==> config.mk <==
export PLATFORM = sky130hd
export DESIGN_NAME = lpht_ctrl
export DESIGN_NICKNAME = d
export VERILOG_FILES = /design/src/sv/lpht_pkg.sv /design/src/sv/lpht_ctrl.sv
export SDC_FILE = /design/constraint.sdc
export NUM_CORES = 1
export LEC_CHECK = 0
export BUFFER_PORTS_ARGS = -buffer_cell sky130_fd_sc_hd__buf_4
export CORE_AREA = 2 2 39 41
export DETAILED_ROUTE_END_ITERATION = 10
export DIE_AREA = 0 0 41 43
export PLACE_DENSITY = 0.46
export REMOVE_ABC_BUFFERS = 1
export SYNTH_ARGS = -nofsm -noshare
export SYNTH_HDL_FRONTEND = slang
export SYNTH_SLANG_ARGS = --single-unit
==> constraint.sdc <==
create_clock -name clk -period 1.29 [get_ports clk]
set_clock_uncertainty 0.1 [all_clocks]
set_input_delay 0.258 -clock clk [delete_from_list [all_inputs] [get_ports clk]]
set_output_delay 0.258 -clock clk [all_outputs]
set_load 0.01 [all_outputs]
==> src/sv/lpht_pkg.sv <==
// ----------------------------------------------------------------------------
// lpht_pkg
// Shared types, field widths and codes of the linear probing hash table.
// ----------------------------------------------------------------------------
package lpht_pkg;

	localparam int LPHT_DEPTH = 1024;

	localparam int KEY_W    = 31;
	localparam int SIZE_W   = 11;
	localparam int SLOT_W   = 10;
	localparam int COUNT_W  = 11;

	localparam int IN_TDATA_W  = 32;
	localparam int OUT_TDATA_W = 24;
	localparam int OUT_TUSER_W = 3;

	localparam logic [SIZE_W-1:0] SIZE_RESET = 11'd1024;

	// modulo unit: dividend padded to a multiple of the radix
	localparam int MOD_DIVIDEND_W = 32;
	localparam int MOD_RADIX_BITS = 4;

	typedef enum logic {
		REQ_INSERT = 1'b0,
		REQ_SEARCH = 1'b1
	} req_t;

	typedef enum logic [1:0] {
		STAT_OK   = 2'd0,
		STAT_FULL = 2'd1,
		STAT_MISS = 2'd2
	} status_t;

	typedef enum logic [2:0] {
		ST_CLEAR,
		ST_IDLE,
		ST_MOD,
		ST_READ,
		ST_CHECK,
		ST_FINISH
	} state_t;

	typedef struct packed {
		logic clr_step;
		logic load;
		logic rd;
		logic check;
		logic out_load;
	} cmd_t;

	typedef struct packed {
		logic clr_last;
		logic mod_done;
		logic probe_end;
		logic out_free;
	} stat_t;

endpackage

==> src/sv/lpht_ctrl.sv <==
// ----------------------------------------------------------------------------
// lpht_ctrl
// Controller: clearing pass, request intake, modulo wait, probe walk and
// result hand-off.
// ----------------------------------------------------------------------------
module lpht_ctrl (
	input  logic            clk,
	input  logic            arst_n,
	input  logic            in_valid,
	output logic            in_ready,
	input  lpht_pkg::stat_t stat,
	output lpht_pkg::cmd_t  cmd
);
	import lpht_pkg::*;

	state_t state_q;
	state_t state_next;

	always_ff @(posedge clk or negedge arst_n) begin
		if (!arst_n) begin
			state_q <= ST_CLEAR;
		end else begin
			state_q <= state_next;
		end
	end

	always_comb begin
		state_next = state_q;
		case (state_q)
			ST_CLEAR: begin
				if (stat.clr_last) begin
					state_next = ST_IDLE;
				end
			end
			ST_IDLE: begin
				if (in_valid) begin
					state_next = ST_MOD;
				end
			end
			ST_MOD: begin
				if (stat.mod_done) begin
					state_next = ST_READ;
				end
			end
			ST_READ: begin
				state_next = ST_CHECK;
			end
			ST_CHECK: begin
				state_next = stat.probe_end ? ST_FINISH : ST_READ;
			end
			ST_FINISH: begin
				if (stat.out_free) begin
					state_next = ST_IDLE;
				end
			end
			default: begin
				state_next = ST_CLEAR;
			end
		endcase
	end

	always_comb begin
		cmd      = '0;
		in_ready = 1'b0;
		case (state_q)
			ST_CLEAR: begin
				cmd.clr_step = 1'b1;
			end
			ST_IDLE: begin
				in_ready = 1'b1;
				cmd.load = in_valid;
			end
			ST_READ: begin
				cmd.rd = 1'b1;
			end
			ST_CHECK: begin
				cmd.check = 1'b1;
			end
			ST_FINISH: begin
				cmd.out_load = stat.out_free;
			end
			default: begin
				cmd = '0;
			end
		endcase
	end

endmodule

=== Word level (Yosys, flattened, before mapping) ===
Index checks and enable logic that the tools add are counted.

* Bits in registers: 3
* Input port bits: 7
* Output and inout port bits: 6

* Equal/unequal tests: 9
* Muxes and demuxes: 12
* Reduce and logical (&&, ||, !) cells: 2

{| class="wikitable"
|+ Operators by type and width
! cell !! number
|-
| case mux 3 bit (6 select lines) || 1
|-
| 2-to-1 mux 3 bit || 5
|-
| inequality test 2 bit (second input constant) || 4
|-
| equality test 3 x 2 -> 1 bit (second input constant) || 2
|-
| equality test 3 bit (second input constant) || 2
|-
| 2-to-1 mux 1 bit || 6
|-
| AND reduction 4 bit || 1
|-
| equality test 3 x 1 -> 1 bit (second input constant) || 1
|-
| logical NOT 3 bit || 1
|}

=== Depth between registers and ports, before layout ===
* Depth in word-level cells: 3
* Mapped depth: 4
* Mapped depth without buffers: 3

=== Worst setup path after synthesis ===
Ideal clock, no wire load.

* Path type: register to output
* From: reg state_q[2]
* To: out cmd[3] (netlist bit)
* Arrival: 0.946 ns
* Data required time: 0.932 ns
* Setup slack: -0.014 ns
* Cell stages (with the launch flop): 4
* Path buffers: 1
* Path through: dfrtp_1 buf_4 nor3b_4 and2_1

{| class="wikitable"
|+ RTL lines
! what !! RTL line !! source
|-
| start, declared || lpht_ctrl.sv:16 || <nowiki>state_t state_q;</nowiki>
|-
| start signal, assigned || lpht_ctrl.sv:23 || <nowiki>state_q <= state_next;</nowiki>
|-
| end, declared || lpht_ctrl.sv:12 || <nowiki>output lpht_pkg::cmd_t cmd</nowiki>
|}

==> out/qor.yml <==
yosysTopAreaCellShare_pct: 35.5
synth.largest_area_cell: "dfrtp_1"
drv_cap: 0
start_kind: "flop"
synth_cells: 25
gp_congestion: 0.677
top_regs: "state_q: 3 flops"
syn_to_final_growth_pct: 112
max_stage_delay_ns: 0.43
rsz0062_at_grt: "true"
criticalPathCategory: "flop to output pin"
cp_max_fo: 3
grt_max_degree: 10
synth_cell_types: 16
synthTopCellsByCount: "3 x dfrtp_1, 3 x nand2_1, 3 x nor2_1"
arrival_ns: 1.15
largest_register_ffs: 3
setup_violations: 6
hold_viol: 0
cts.sinks: 3
stdcell_count: 65
layout_min_cycle_time_ns: 1.50
routedWlPerCell_um: 9.80
drt_iter0_markers: 10
worstPathRequired_ns: 0.93
viasPerCell: 3.94
hold_ws_ns: 0.109
row_count: 14
start_util_pct: 15.3
drtAntennaViolNets: 0
maxSlewViolCount: 0
die-width_um: 41
io_pins: 13
drt-met1-wl_um: 281
crit_chain: "nor3b_4, and2_1, buf_4"
vias: 256
critPathBufInv: 1
cts_max_level: 1
core_sq_um: 1380
cts_tree: "built"
max_slew_margin_pct: 87.5
peakVddDrop_mv: 0.846
first_global_vias: 255
grt_overflow: 0
largest_register: "state_q"
firstDrtPassIters: 3
track_usage_pct: 9.55
drc: 0
num_antenna_cells: 0
grt_first_pass_wirelength_um: 1080
critical-path-slowest-cell: "dfrtp_2"
hp-class: "primary input to flop"
drive_gt1_share_pct: 63.3
netlist_top_cells_area: "dfrtp_1 36%, nor3b_4 8.9%, o22ai_1 5.9%"
power_mw: 1.12
grt_antenna_before_repair: 0
worst_skew_pair.late_latency_ns: 0.23
cp-end-kind: "output pin"
cts-root-buf: "clkbuf_4"
syn_area_sq_um: 211
synth_top_flop_cell: "dfrtp_1"
ys_seq_area_share_pct: 35.5
max_freq_mhz: 665
fp.dieH_um: 43
synth_edf_count: 0
place_hpwl_um: 443
powerDensity_nw_per_um2: 2490
dr_wl_met3_um: 37
top_layer_used: "met3"
violations: "setup timing"
clk_pin_slew_ns: 0.04
ys_seq_elements: 3
portBuffers: 12
clock_path_buffers: 2
critPathTopFamily: "flip-flops"
p_leak_nw: 0.214
wl_met2_um: 317
synth_area_per_cell_sq_um: 8.46
cts-buffers-inserted: 3
fin_ws_ns: -0.214
async_reset_ff_share_pct: 100
outcome: "finished, violations left"
post-place-ws_ns: -0.0271
tightest_slew_ns: 0.186
die_area_sq_um: 1760
nNetsFinal: 57
ys_warn_count: 0
dp_cells: 55
timing.final.crit_share_pct: 117
wl_um: 637
## worst reg2reg max path: cells and delay by family (launching register included)
family,cells,cell delay [ns]
compound gates,2,0.22
simple gates,1,0.05
flops,1,0.44
buf+inv,2,0.28
## per-layer routing
| metal | track usage [%] | up-vias |
|---|---|---|
| met3 | 4.71 | 0 |
| met2 | 11.9 | 8 |
| met4 | 6.00 | 0 |
| met5 | 0 | - |
| met1 | 12.6 | 112 |
| li1 | - | 136 |
## per-stage QoR
| stage | setup TNS (ns) | instance area [sq um] | util, % |
|---|---|---|---|
| after detailed placement | -0.0271 | 333 | 24.1 |
| final | -0.990 | 449 | 32.5 |
| after global routing | -1.38 | 449 | 32.5 |
| after floorplan | 0 | 193 | - |
| after global placement | -0.00596 | 333 | 24.1 |
| after CTS | -0.954 | 418 | 30.2 |
## cells by family (layout without fill, tap and decap cells)
logic type	Yosys count	in the layout	share of synthesized area, %
DFF	3	3	35.5
AOI/OAI and AO/OA	7	7	20.7
and+or+nand+nor	11	11	31.4
buffers and inverters	4	28	12.4
## timing repair
item                       4_1_cts  5_1_grt
hold endpoints to repair         3        0
gates cloned                     0        0
hold buffers                     1        0
gates resized for setup          5        3
setup endpoints to repair        6        7
setup buffers                    3        2
pin swaps                        1        1
## cell usage in the layout, fill, tap and decap left out, drive strengths merged
cell,synthesis,routed
o31ai,1,1
and2,1,1
inv,2,2
o21ai,1,1
a21oi,2,2
nand2,4,4
clkbuf,0,4
nor3b,2,2
dlygate4sd3,0,1
buf,2,21
a2bb2oi,1,1
nor3,1,1
dfrtp,3,3
o22ai,2,2
nor2,3,3
## layout make-up
type,count,area [sq um]
Inverter,2,7.51
Timing Repair Buffer,22,188
Tap cell,16,20.0
Sequential cell,3,77.6
Fill cell,159,935
Clock buffer,4,26.3
Multi-Input combinational cell,18,130
## power breakdown
part           internal, mW  switching (mW)
combinational         0.455           0.296
clock                 0.116          0.0455
sequential            0.145          0.0630
## path summary, 6_finish.rpt
path,start,endpoint,slack (ns),depth (start not counted)
worst max-delay path,state_q[2],cmd[3],-0.21,3
worst min-delay path,stat[1],state_q[1],0.11,2
worst max register to register,state_q[1],state_q[0],0.08,5
worst min register to register,state_q[0],state_q[1],0.54,2
max in group asynchronous,arst_n,state_q[2],0.72,2
min in group asynchronous,arst_n,state_q[1],0.26,2
No activity file was read; power rests on OpenSTA's default activity.
